**src/rtl/byte_recurrence_checksum16_core_defines.svh**
```systemverilog
// ----------------------------------------------------------------------------
// Byte recurrence checksum assertion macros
// Concurrent assertion shorthands; the asserting scope provides clk and rst.
// ----------------------------------------------------------------------------
`ifndef BYTE_RECURRENCE_CHECKSUM16_CORE_DEFINES_SVH
`define BYTE_RECURRENCE_CHECKSUM16_CORE_DEFINES_SVH

// same-cycle implication
`define BRC16_ASSERT_NOW(lbl, ante, cons, msg) \
  lbl: assert property (@(posedge clk) disable iff (rst) (ante) |-> (cons)) \
    else $error(msg);

// next-cycle implication
`define BRC16_ASSERT_NEXT(lbl, ante, cons, msg) \
  lbl: assert property (@(posedge clk) disable iff (rst) (ante) |=> (cons)) \
    else $error(msg);

`endif

```
**src/rtl/brc16_pkg.sv**
```systemverilog
// ----------------------------------------------------------------------------
// Byte recurrence checksum package
// Shared widths, constants and the input beat type.
// ----------------------------------------------------------------------------
package brc16_pkg;

  localparam int BYTE_W = 8;
  localparam int SUM_W  = 16;
  localparam int POS_W  = 8;

  localparam logic [POS_W-1:0] ALPHA_MUL    = 8'd17;
  localparam logic [POS_W-1:0] BETA_MUL     = 8'd31;
  localparam logic [SUM_W-1:0] FIRST_OFFSET = 16'd7;
  localparam logic [SUM_W:0]   FOLD_MOD     = 17'd65535;
  // 257 * 65535 + 1: lifts a negative difference above zero and adds the wrap bias
  localparam logic [25:0]      NEG_BIAS     = 26'd16842496;

  typedef struct packed {
    logic [BYTE_W-1:0] data_byte;
    logic              end_of_message;
  } beat_t;

endpackage

```
**src/rtl/byte_recurrence_checksum16_core.sv**
```systemverilog
// ----------------------------------------------------------------------------
// Byte recurrence checksum core
// 16-bit second-order recurrence checksum over a byte stream.
// ----------------------------------------------------------------------------
// Takes one byte per cycle; only a last byte can stall, while the previous
// checksum is still held. An accepted beat is held in the input register,
// then folded into the recurrence, and a message's checksum loads into the
// output register as its last byte folds. The rate is set by the recurrence
// update, through two small multipliers and a mod 65535 end-around fold.
module byte_recurrence_checksum16_core (
  input  logic        clk,
  input  logic        rst,
  input  logic        in_valid,
  output logic        in_ready,
  input  logic [7:0]  data_byte,
  input  logic        end_of_message,
  output logic        out_valid,
  input  logic        out_ready,
  output logic [15:0] checksum
);

  brc16_pkg::beat_t            in_beat;
  brc16_pkg::beat_t            hold_beat;
  logic                        hold_valid;
  logic                        step_fire;
  logic                        out_space;
  logic [brc16_pkg::SUM_W-1:0] result_value;

  assign in_beat.data_byte      = data_byte;
  assign in_beat.end_of_message = end_of_message;

  assign step_fire = hold_valid && (!hold_beat.end_of_message || out_space);

  brc16_inreg u_inreg (
    .clk        (clk),
    .rst        (rst),
    .in_valid   (in_valid),
    .in_ready   (in_ready),
    .in_beat    (in_beat),
    .hold_valid (hold_valid),
    .hold_beat  (hold_beat),
    .drain      (step_fire)
  );

  brc16_recur u_recur (
    .clk          (clk),
    .rst          (rst),
    .step_fire    (step_fire),
    .step_beat    (hold_beat),
    .result_value (result_value)
  );

  brc16_outreg u_outreg (
    .clk        (clk),
    .rst        (rst),
    .load       (step_fire && hold_beat.end_of_message),
    .load_value (result_value),
    .space      (out_space),
    .out_valid  (out_valid),
    .out_ready  (out_ready),
    .checksum   (checksum)
  );

endmodule

```
**src/rtl/brc16_inreg.sv**
```systemverilog
// ----------------------------------------------------------------------------
// Byte recurrence checksum input register
// Holds one accepted beat until the recurrence stage consumes it.
// ----------------------------------------------------------------------------
module brc16_inreg (
  input  logic                  clk,
  input  logic                  rst,
  input  logic                  in_valid,
  output logic                  in_ready,
  input  brc16_pkg::beat_t      in_beat,
  output logic                  hold_valid,
  output brc16_pkg::beat_t      hold_beat,
  input  logic                  drain
);

  assign in_ready = !hold_valid || drain;

  always_ff @(posedge clk) begin
    if (rst) begin
      hold_valid <= 1'b0;
    end else if (in_ready) begin
      hold_valid <= in_valid;
    end
  end

  always_ff @(posedge clk) begin
    if (in_valid && in_ready) begin
      hold_beat <= in_beat;
    end
  end

endmodule

```
**src/rtl/brc16_recur.sv**
```systemverilog
// ----------------------------------------------------------------------------
// Byte recurrence checksum step
// Second-order recurrence state and its combinational update with mod 65535 fold.
// ----------------------------------------------------------------------------
`include "byte_recurrence_checksum16_core_defines.svh"

module brc16_recur (
  input  logic                          clk,
  input  logic                          rst,
  input  logic                          step_fire,
  input  brc16_pkg::beat_t              step_beat,
  output logic [brc16_pkg::SUM_W-1:0]   result_value
);

  logic [brc16_pkg::SUM_W-1:0] newer;
  logic [brc16_pkg::SUM_W-1:0] older;
  logic [brc16_pkg::POS_W-1:0] pos;
  logic                        at_start;

  logic [brc16_pkg::SUM_W-1:0] newer_next;
  logic [brc16_pkg::SUM_W-1:0] older_next;
  logic [brc16_pkg::POS_W-1:0] pos_next;
  logic                        at_start_next;

  logic [7:0]  alpha_full;
  logic [7:0]  beta_full;
  logic [8:0]  alpha_sum;
  logic [24:0] prod_a;
  logic [23:0] prod_b;
  logic [25:0] diff;
  logic [25:0] biased;
  logic [16:0] folded;
  logic [brc16_pkg::SUM_W-1:0] step_value;
  logic [brc16_pkg::SUM_W-1:0] first_value;

  logic start_clean;
  logic last_step;
  logic mid_step;

  assign alpha_full = pos * brc16_pkg::ALPHA_MUL;
  assign beta_full  = pos * brc16_pkg::BETA_MUL;
  assign alpha_sum  = {1'b0, step_beat.data_byte} + {1'b0, alpha_full[7:0]};
  assign prod_a     = 25'(alpha_sum) * 25'(newer);
  assign prod_b     = 24'(beta_full[7:0]) * 24'(older);
  assign diff       = {1'b0, prod_a} - {2'b00, prod_b};
  assign biased     = diff[25] ? (diff + brc16_pkg::NEG_BIAS) : diff;
  assign folded     = {7'd0, biased[25:16]} + {1'b0, biased[15:0]};
  assign step_value = (folded >= brc16_pkg::FOLD_MOD)
                    ? 16'(folded - brc16_pkg::FOLD_MOD) : folded[15:0];
  assign first_value = {8'd0, step_beat.data_byte} + brc16_pkg::FIRST_OFFSET;

  assign result_value = at_start ? first_value : step_value;

  always_comb begin
    newer_next    = newer;
    older_next    = older;
    pos_next      = pos;
    at_start_next = at_start;
    if (step_fire) begin
      if (step_beat.end_of_message) begin
        newer_next    = '0;
        older_next    = 16'd1;
        pos_next      = '0;
        at_start_next = 1'b1;
      end else begin
        newer_next    = result_value;
        older_next    = at_start ? 16'd1 : newer;
        pos_next      = pos + 8'd1;
        at_start_next = 1'b0;
      end
    end
  end

  always_ff @(posedge clk) begin
    if (rst) begin
      newer    <= '0;
      older    <= 16'd1;
      pos      <= '0;
      at_start <= 1'b1;
    end else begin
      newer    <= newer_next;
      older    <= older_next;
      pos      <= pos_next;
      at_start <= at_start_next;
    end
  end

  assign start_clean = (pos == '0) && (newer == '0) && (older == 16'd1);
  assign last_step   = step_fire && step_beat.end_of_message;
  assign mid_step    = step_fire && !step_beat.end_of_message;

  `BRC16_ASSERT_NOW(a_start_clean, at_start, start_clean, "start state not clean")
  `BRC16_ASSERT_NEXT(a_end_restart, last_step, at_start, "no restart after last beat")
  `BRC16_ASSERT_NEXT(a_mid_message, mid_step, !at_start, "restart without last beat")
  `BRC16_ASSERT_NOW(a_fold_range, step_fire, result_value != 16'hFFFF, "fold out of range")

endmodule

```
**src/rtl/brc16_outreg.sv**
```systemverilog
// ----------------------------------------------------------------------------
// Byte recurrence checksum output register
// Holds the finished checksum until the downstream side takes the beat.
// ----------------------------------------------------------------------------
module brc16_outreg (
  input  logic                          clk,
  input  logic                          rst,
  input  logic                          load,
  input  logic [brc16_pkg::SUM_W-1:0]   load_value,
  output logic                          space,
  output logic                          out_valid,
  input  logic                          out_ready,
  output logic [brc16_pkg::SUM_W-1:0]   checksum
);

  assign space = !out_valid || out_ready;

  always_ff @(posedge clk) begin
    if (rst) begin
      out_valid <= 1'b0;
    end else if (load) begin
      out_valid <= 1'b1;
    end else if (out_ready) begin
      out_valid <= 1'b0;
    end
  end

  always_ff @(posedge clk) begin
    if (load) begin
      checksum <= load_value;
    end
  end

endmodule

```
**config.mk**
```make
export PLATFORM = sky130hd
export DESIGN_NAME = byte_recurrence_checksum16_core
export DESIGN_NICKNAME = d
export VERILOG_FILES = /design/src/rtl/brc16_pkg.sv /design/src/rtl/byte_recurrence_checksum16_core.sv /design/src/rtl/brc16_inreg.sv /design/src/rtl/brc16_recur.sv /design/src/rtl/brc16_outreg.sv
export VERILOG_INCLUDE_DIRS = /design/src /design/src/rtl
export SDC_FILE = /design/constraint.sdc
export NUM_CORES = 1
export LEC_CHECK = 0
export BUFFER_PORTS_ARGS = -buffer_cell sky130_fd_sc_hd__clkbuf_2
export CAP_MARGIN = 20
export CORE_UTILIZATION = 60
export DETAILED_ROUTE_END_ITERATION = 8
export GPL_TIMING_DRIVEN = 0
export HOLD_SLACK_MARGIN = 0.06
export PLACE_DENSITY = 0.89
export SYNTH_ARGS = -nofsm -noshare
export SYNTH_HDL_FRONTEND = slang
export SYNTH_SLANG_ARGS = --single-unit
```
**constraint.sdc**
```tcl
create_clock -name clk -period 21.4 [get_ports clk]
set_clock_uncertainty 0.15 [all_clocks]
set_input_delay 2.14 -clock clk [delete_from_list [all_inputs] [get_ports clk]]
set_output_delay 2.14 -clock clk [all_outputs]
set_load 0.05 [all_outputs]
```
==> results of run 1 <==
[final cells by class]
type,count,area [µm²],share of cell area (%)
clock buffers,11,232.7,1.578
repair buffers,31,155.1,1.052
clock inverters,5,30.03,0.2036
plain buffers,59,235.2,1.595
flip-flops and latches,68,1612,10.93
inverters,310,1164,7.891
well taps,285,356.6,2.418
multi-input cells,1145,10960,74.33
[sequential cells by signal (all words and copies together), names as in the netlist]
| signal | cells |
|---|---|
| u_inreg.hold_beat | 9 |
| u_inreg.hold_valid | 1 |
| u_outreg.checksum | 16 |
| u_outreg.out_valid | 1 |
| u_recur.at_start | 1 |
| u_recur.newer | 16 |
| u_recur.older | 16 |
| u_recur.pos | 8 |
[cells in the mapped netlist (all sizes together) (7+ instances only)]
cell type,count
inv,310
fa,238
nand2,206
and2,119
ha,117
xnor2,64
a21oi,62
nor2,50
clkbuf,49
dfxtp,43
nand3,42
o21ai,26
edfxtp,25
xor2,22
nor2b,21
a21o,18
nor3,18
o21bai,12
buf,10
nand4,9
nor4,9
o211ai,9
a211oi,8
and3,7
nand2b,7
[critical path: cells and delay by family (launching register included)]
family / cells / cell delay [ps]
XOR/XNOR: 4 / 1300
AO/OA/AOI/OAI: 12 / 2070
AND/OR/NAND/NOR: 11 / 3230
buffers and inverters: 5 / 750
flip-flops: 1 / 570
adder cells (fa/ha/maj): 12 / 5950
[cells by family (layout without fill, tap and decap cells)]
family                     Yosys count  after routing  share of synthesized area (%)
AOI/OAI and AO/OA                  190            190                          9.815
muxes                                4              4                         0.2955
DFF                                 68             68                          11.53
xor gates and xnor gates            86             86                          5.391
adders and majority gates          355            355                          44.58
buffers and inverters              369            416                          10.01
and+or+nand+nor                    510            510                          18.38
[stage by stage]
stage / util (%) / std cells
floorplan: - / 1582
global placement: 63.76 / 1897
detailed placement: 63.76 / 1897
CTS: 64.91 / 1913
global route: 64.94 / 1914
finish: 64.94 / 1914
[per-layer routing]
metal	global-route usage [%]	routed length (µm)
met5	0	29
met4	16.41	1973
met3	6.108	3411
met2	53.16	17100
met1	39.61	13680
[worst max path at each step]
| stage | to | from | slack, ps |
|---|---|---|---|
| detailed placement | u_outreg.checksum[12] | u_recur.pos[1] | 7340 |
| floorplan | u_outreg.checksum[12] | u_recur.pos[1] | 9210 |
| finish | u_outreg.checksum[8] | u_recur.pos[1] | 7140 |
| CTS | u_outreg.checksum[1] | u_recur.pos[1] | 7240 |
| global route | u_outreg.checksum[12] | u_recur.pos[1] | 6340 |
| global placement | u_outreg.checksum[1] | u_recur.pos[1] | 7490 |
==> flow_summary.yaml, run 1 <==
run_status:
  status: "completed"
synth:
  syn_avg_cell_area_um2: 8.832
  postSynth.asyncResetShare_pct: 0
  synth.net_count: 1950
  yosysTopAreaCellShare_pct: 34.10
  synth_cell_types: 77
  seq_area_frac_synth_pct: 11.53
  synth_edf_count: 25
  ys_seq_elements: 68
  synth_warnings: 0
  ys.flop_type: "dfxtp_1"
  syn_inst: 1582
  synth_area_um2: 13970
  yosysTopAreaCell: "fa_1"
  netlist_top_cells_area: "fa_1 (34%), ha_1 (10%), inv_1 (8.3%)"
timing:
  setup_ws_ps: 7139
  rsz0062_at_grt: "no"
  whs_ps: 333.9
  setup_viol: 0
  drv_slew: 0
  layout_min_cycle_time_ps: 14260
  fin_crit_sh_pct: 66.64
  maxSlewHeadroom_pct: 23.82
  fmax_mhz: 70.12
  worst_pin_slew_ps: 1134
  tns_ps: 0
  hold_viol: 0
placement:
  port_buffers: 30
  gp_congestion: 0.9625
  placed_area_um2: 14480
  hpwl_um: 29830
  dp_slack_ps: 7341
detailed_routing:
  routedWlPerCell_um: 18.91
  via_count: 11310
  avgViaCountPerCell: 5.909
  drtPass1Iterations: 6
  routed_wl_um: 36190
  first_iter_violations: 804
  final_antenna_net_count: 0
  drc_errors: 0
clock_tree:
  cts_tree: "built"
  cts_setup_buffers: 0
  htree_levels: 3
  cts.clk_slew.worst_paths_ps: 50
  clk_path_buf_depth: 2
  cts_sinks: 68
  cts_inserted_buffers: 9
  root_buffer: "clkbuf_16"
  cts_hold_repair.buffers: 0
  cts_resized: 0
  worst_skew_pair.late_latency_ps: 340
final_layout:
  n_antenna_cell: 0
  area_growth_pct: 5.543
  layout_common_cells: "inv_1 (309), fa_1 (238), nand2_1 (205), and2_1 (119), ha_1 (117)"
  stdcell_area_um2: 14750
  drive_gt1_share_pct: 5.341
  nets: 1992
  layout_commonest_cell: "inv_1"
  n_fill_cell: 1764
critical_path:
  worst-path-max-fanout: 10
  required_ps: 21320
  startpoint_type: "flop"
  slowest_delay_ps: 850
  critPathKind: "reg2reg"
  arrival_ps: 14180
  rr_startpoint: "u_recur.pos[1]"
  regToRegSetupSlack_ps: 7140
  timing.critical_path.mode_cell: "fa_1"
  crit_path_end_kind: "flop"
  cpMaxStageDelayCell: "nor4b_2"
  rr_worst_depth: 44
  worstReg2RegEnd: "u_outreg.checksum[8]"
die:
  rows: 55
  dieArea_um2: 23900
  core_um2: 22710
  die_w_um: 154.6
  die_h_um: 154.6
  start_util_pct: 61.53
  io_pins: 31
grt:
  grt_usage_pct: 31.90
  grt_antenna_before_repair: 2
  grt_max_degree: 19
  grt_pass1_vias: 11862
  grt_pass1_wl_um: 59130
  overflow: 0
min_path:
  holdPathStages: 2
  min_delay_worst_endpoint: "u_recur.older[4]"
  hp-start: "u_recur.newer[4]"
  hold_class: "reg2reg"
run:
  maxCapViolCount: 0
Power of run 1 is not shown: default switching activity piles up to over one toggle a cycle in this logic, so the estimate is an artifact.
==> run 2, diff against run 1 <==
- ABC_AREA: not set -> 1
- PLACE_DENSITY: 0.89 -> 0.92
- clock period: 21.4 -> 12.1 ns (I/O delays scaled with it)
==> run 2 against run 1 <==
Net effect:
- area after synthesis barely moved
- first-iteration DRC count rose by 45%
- cell area rose by 4.7%
- via count rose by 9.1%
- synthesized cell count rose by 14%
- sequential share of layout area fell by 0.41 points
- register-to-register slack got worse by 6900 ps
- utilization rose by 3.1 points
==> flow_summary.yaml, run 2 <==
critical_path:
  slowest_delay_ps: 620
  critPathKind: "reg2reg"
  arrival_ps: 11950
  required_ps: 12230
  startpoint_type: "flop"
  regToRegSetupSlack_ps: 280
  rr_startpoint: "u_recur.pos[1]"
  cpMaxStageDelayCell: "fa_1"
  crit_path_end_kind: "flop"
  worst-path-max-fanout: 10
  timing.critical_path.mode_cell: "nand2_1"
  rr_worst_depth: 58
  worstReg2RegEnd: "u_recur.newer[6]"
grt:
  grt_pass1_vias: 12266
  grt_max_degree: 18
  grt_pass1_wl_um: 59200
  grt_usage_pct: 32.25
  grt_antenna_before_repair: 0
  overflow: 0
synth:
  ys.flop_type: "dfxtp_1"
  syn_avg_cell_area_um2: 7.752
  netlist_top_cells_area: "fa_1 (34%), inv_1 (12%), nand2_1 (11%)"
  yosysTopAreaCellShare_pct: 34.13
  synth_warnings: 0
  seq_area_frac_synth_pct: 11.54
  yosys-top-cells-count: "inv_1 (453), nand2_1 (400), fa_1 (238)"
  synth_edf_count: 25
  synth_area_um2: 13960
  synth_cell_types: 43
  syn_inst: 1801
  ys_seq_elements: 68
  yosysTopAreaCell: "fa_1"
  synth.net_count: 2169
  postSynth.asyncResetShare_pct: 0
  synth.most_common_cell: "inv_1"
die:
  start_util_pct: 61.48
  die_h_um: 154.5
  dieArea_um2: 23880
  rows: 55
  die_w_um: 154.5
  io_pins: 31
  core_um2: 22710
final_layout:
  n_antenna_cell: 0
  top_regs: "u_outreg.checksum (16), u_recur.newer (16), u_recur.older (16)"
  layout_commonest_cell: "inv_1"
  nets: 2236
  layout_common_cells: "inv_1 (449), nand2_1 (384), fa_1 (233), nor2_1 (130), ha_1 (105)"
  n_fill_cell: 1677
  area_growth_pct: 10.59
  layout.cells.non_filler: 2158
  final_util_pct: 67.99
  drive_gt1_share_pct: 12.39
timing:
  drv_slew: 0
  tns_ps: 0
  maxSlewHeadroom_pct: 36.22
  hold_viol: 0
  setup_viol: 0
  worst_pin_slew_ps: 956.6
  fmax_mhz: 84.57
  whs_ps: 380.0
  fin_crit_sh_pct: 97.72
  layout_min_cycle_time_ps: 11820
placement:
  port_buffers: 29
  dpl.cell_count: 2115
  gp_congestion: 0.9975
  hpwl_um: 30600
min_path:
  holdPathStages: 1
  hold_class: "reg2reg"
  min_delay_worst_endpoint: "u_recur.pos[2]"
  hp-start: "u_recur.pos[2]"
detailed_routing:
  first_iter_violations: 1162
  via_count: 12338
  final_antenna_net_count: 0
  routedWlPerCell_um: 17.81
  drtPass1Iterations: 5
  routed_wl_um: 38440
  drc_errors: 0
  avgViaCountPerCell: 5.717
clock_tree:
  cts_tree: "built"
  root_buffer: "clkbuf_16"
  htree_levels: 3
  cts.clk_slew.worst_paths_ps: 60
  cts_inserted_buffers: 9
  cts_hold_repair.buffers: 0
  clk_path_buf_depth: 2
  cts_sinks: 68
  worst_skew_pair.late_latency_ps: 360
run:
  maxCapViolCount: 0
run_status:
  status: "completed"
[run 2: critical path, delay by kind of cell, from the launching register on]
kind | cells | cell delay [ps]
fa+ha+maj | 12 | 5510
flops | 1 | 370
buf+inv | 9 | 870
xor+xnor | 3 | 600
compound gates | 6 | 1030
simple gates | 28 | 3180
[run 2: cell type report]
cell class                 instances  area [µm²]  share of cell area (%)
clock inverter                     5       37.54                  0.2431
buffer                            51       229.0                   1.483
tap                              285       356.6                   2.310
inverter                         456        1712                   11.09
sequential                        68        1624                   10.52
clock buffer                      11       242.7                   1.572
multi-input combinational       1226       10870                   70.40
timing repair buffer              56       369.1                   2.391
[run 2: what timing repair did]
item	in CTS	in global routing
gates cloned	0	1
setup buffers	5	21
endpoints found under the setup margin	32	32
resized for setup	34	84
pin swaps	6	50
[run 2: cell families after synthesis]
group | share of synthesized area, %
and+or+nand+nor | 21.55
buffers and inverters | 13.78
adders and majority gates | 44.61
AOI/OAI and AO/OA | 4.947
DFF | 11.54
xor gates and xnor gates | 3.558
[run 2: worst max-delay path by stage]
stage / slack [ps] / depth (start not counted) / end / from
after floorplan: 740 / 53 / u_outreg.checksum[9] / u_recur.pos[1]
after global placement: -690 / 58 / u_recur.newer[5] / u_recur.pos[1]
after detailed placement: -930 / 58 / u_recur.newer[5] / u_recur.pos[1]
after CTS: 20 / 61 / u_recur.newer[6] / u_recur.pos[0]
after global routing: -160 / 62 / u_recur.newer[2] / u_recur.pos[1]
final: 280 / 58 / u_recur.newer[6] / u_recur.pos[1]
[run 2: through the flow]
| stage | area, µm² | setup slack [ps] |
|---|---|---|
| CTS | 14930 | 21.63 |
| global placement | 14460 | -690.4 |
| global route | 15440 | -156.8 |
| floorplan | 13960 | 737.9 |
| finish | 15440 | 275.4 |
| detailed placement | 14460 | -927.6 |
[run 2: metal layers]
layer | wire [µm] | part of all wire, % | GRT usage, %
met1 | 13710 | 36 | 39.23
met2 | 18640 | 49 | 54.32
met3 | 3981 | 10 | 5.884
met4 | 2101 | 5.5 | 17.92
met5 | 0 | 0 | 0
Power of run 2 is left out for the same reason.
==> run 3, diff against run 2 <==
- clock period: 12.1 -> 9.8 ns (I/O delays scaled with it)
==> run 3 against run 2 <==
Net effect:
- the run now ends with setup timing left
- global-route usage up 4.3 points
- fmax down 2.1%
- non-clock buffer count up 69
- hold slack worse by 0.68 ps
- die area unchanged
- cell count up 3.2%
- critical path depth up 5
- via count up 8.1%
- register-to-register slack worse by 2600 ps
- largest cell class unchanged
==> flow_summary.yaml, run 3 (same netlist as run 2, synthesis figures left out) <==
critical_path:
  worst-path-max-fanout: 6
  arrival_ps: 12190
  cp-startpoint: "u_recur.pos[0]"
  critPathKind: "reg2reg"
  rr_startpoint: "u_recur.pos[0]"
  crit_path_end_kind: "flop"
  slowest_delay_ps: 570
  crit_buf_inv: 14
  startpoint_type: "flop"
  critical-path-top-delay-family: "adder cells"
  cpMaxStageDelayCell: "fa_1"
  required_ps: 9920
detailed_routing:
  routedWlPerCell_um: 20.84
  first_iter_violations: 1429
  avgViaCountPerCell: 5.987
  final_antenna_net_count: 0
  drc_errors: 0
  via_count: 13333
  drtPass1Iterations: 5
  routed_wl_um: 46420
timing:
  tns_ps: -66800
  rsz0062_at_grt: "yes"
  worst_pin_slew_ps: 992.6
  whs_ps: 379.3
  drv_slew: 0
  fmax_mhz: 82.82
  layout_min_cycle_time_ps: 12070
  hold_viol: 0
  maxSlewHeadroom_pct: 33.83
  fin_crit_sh_pct: 123.2
  setup_ws_ps: -2275
  setup_viol: 32
clock_tree:
  cts.clk_slew.worst_paths_ps: 60
  cts_inserted_buffers: 9
  htree_levels: 3
  root_buffer: "clkbuf_16"
  worst_skew_pair.late_latency_ps: 350
  clk_path_buf_depth: 2
  cts_sinks: 68
  cts_tree: "built"
final_layout:
  layout.cells.non_filler: 2227
  layout_common_cells: "inv_1 (429), nand2_1 (322), fa_1 (225), nor2_1 (117), ha_1 (96)"
  n_antenna_cell: 0
  area_growth_pct: 20.88
  drive_gt1_share_pct: 23.12
  top_regs: "u_outreg.checksum (16), u_recur.newer (16), u_recur.older (16)"
  n_fill_cell: 1429
  nets: 2305
  layout_commonest_cell: "inv_1"
die:
  die_h_um: 154.5
  core_um2: 22710
  dieArea_um2: 23880
  start_util_pct: 61.48
  die_w_um: 154.5
  io_pins: 31
  rows: 55
placement:
  dpl.cell_count: 2115
  gp_congestion: 0.9818
  port_buffers: 29
  hpwl_um: 31600
  dp_slack_ps: -2180
min_path:
  hp-start: "u_recur.pos[2]"
  hold_class: "reg2reg"
grt:
  grt_pass1_vias: 13203
  grt_usage_pct: 36.54
  overflow: 0
  grt_antenna_before_repair: 0
  grt_pass1_wl_um: 67320
  grt_max_degree: 18
run_status:
  violations: "setup timing"
  status: "finished with violations"
run:
  maxCapViolCount: 0
run 3: cell types whose count changed in the layout (fill, tap and decap cells not counted), sizes merged:
cell / change
clkbuf: +1
clkinvlp: +1
buf: +68
clkinv: -1
run 3: final timing paths:
check                                         end  slack [ps]  cells after the start
worst min-delay path               u_recur.pos[2]         380                      1
worst max register to register  u_recur.newer[10]       -2270                     63
worst min register to register     u_recur.pos[2]         380                      1
worst max-delay path            u_recur.newer[10]       -2270                     63
run 3: routing by layer:
metal,up-vias,routed length [µm],GRT usage (%)
met4,2,3230,16.27
met1,6439,15560,44.88
met5,-,74,0
met3,304,5248,7.929
met2,976,22300,61.95
li1,5612,-,-
run 3: area by class of cell:
cell class	count	area [µm²]	share of cell area, %
Clock inverter	5	36.28	0.2150
Sequential cell	68	1624	9.623
Tap cell	285	356.6	2.113
Buffer	51	250.2	1.483
Clock buffer	11	242.7	1.438
Inverter	456	1719	10.19
Multi-Input combinational cell	1226	11730	69.48
Timing Repair Buffer	125	922.1	5.464
run 3: per-stage QoR:
stage / util (%) / instance area, µm²
2_1_floorplan: - / 14400
4_1_cts: 71.23 / 16180
6_report: 74.31 / 16880
5_1_grt: 74.31 / 16880
3_3_place_gp: 65.60 / 14900
3_5_place_dp: 65.60 / 14900
run 3: worst register-to-register path: cells and delay by family, from the launching register on:
family	cells	cell delay, ps
adders and majority gates	12	5340
and+or+nand+nor	28	3320
buffers and inverters	14	1270
AOI/OAI and AO/OA	7	1070
xor gates and xnor gates	2	490
DFF	1	360
run 3: timing repair:
| item | CTS | global route |
|---|---|---|
| endpoints found under the hold margin | 0 | 0 |
| resized for setup | 100 | 129 |
| cloned | 1 | 0 |
| pin swaps | 86 | 64 |
| buffers inserted | 71 | 26 |
| hold buffers | 0 | 0 |
| endpoints found under the setup margin | 32 | 32 |
Power of run 3 is left out for the same reason.
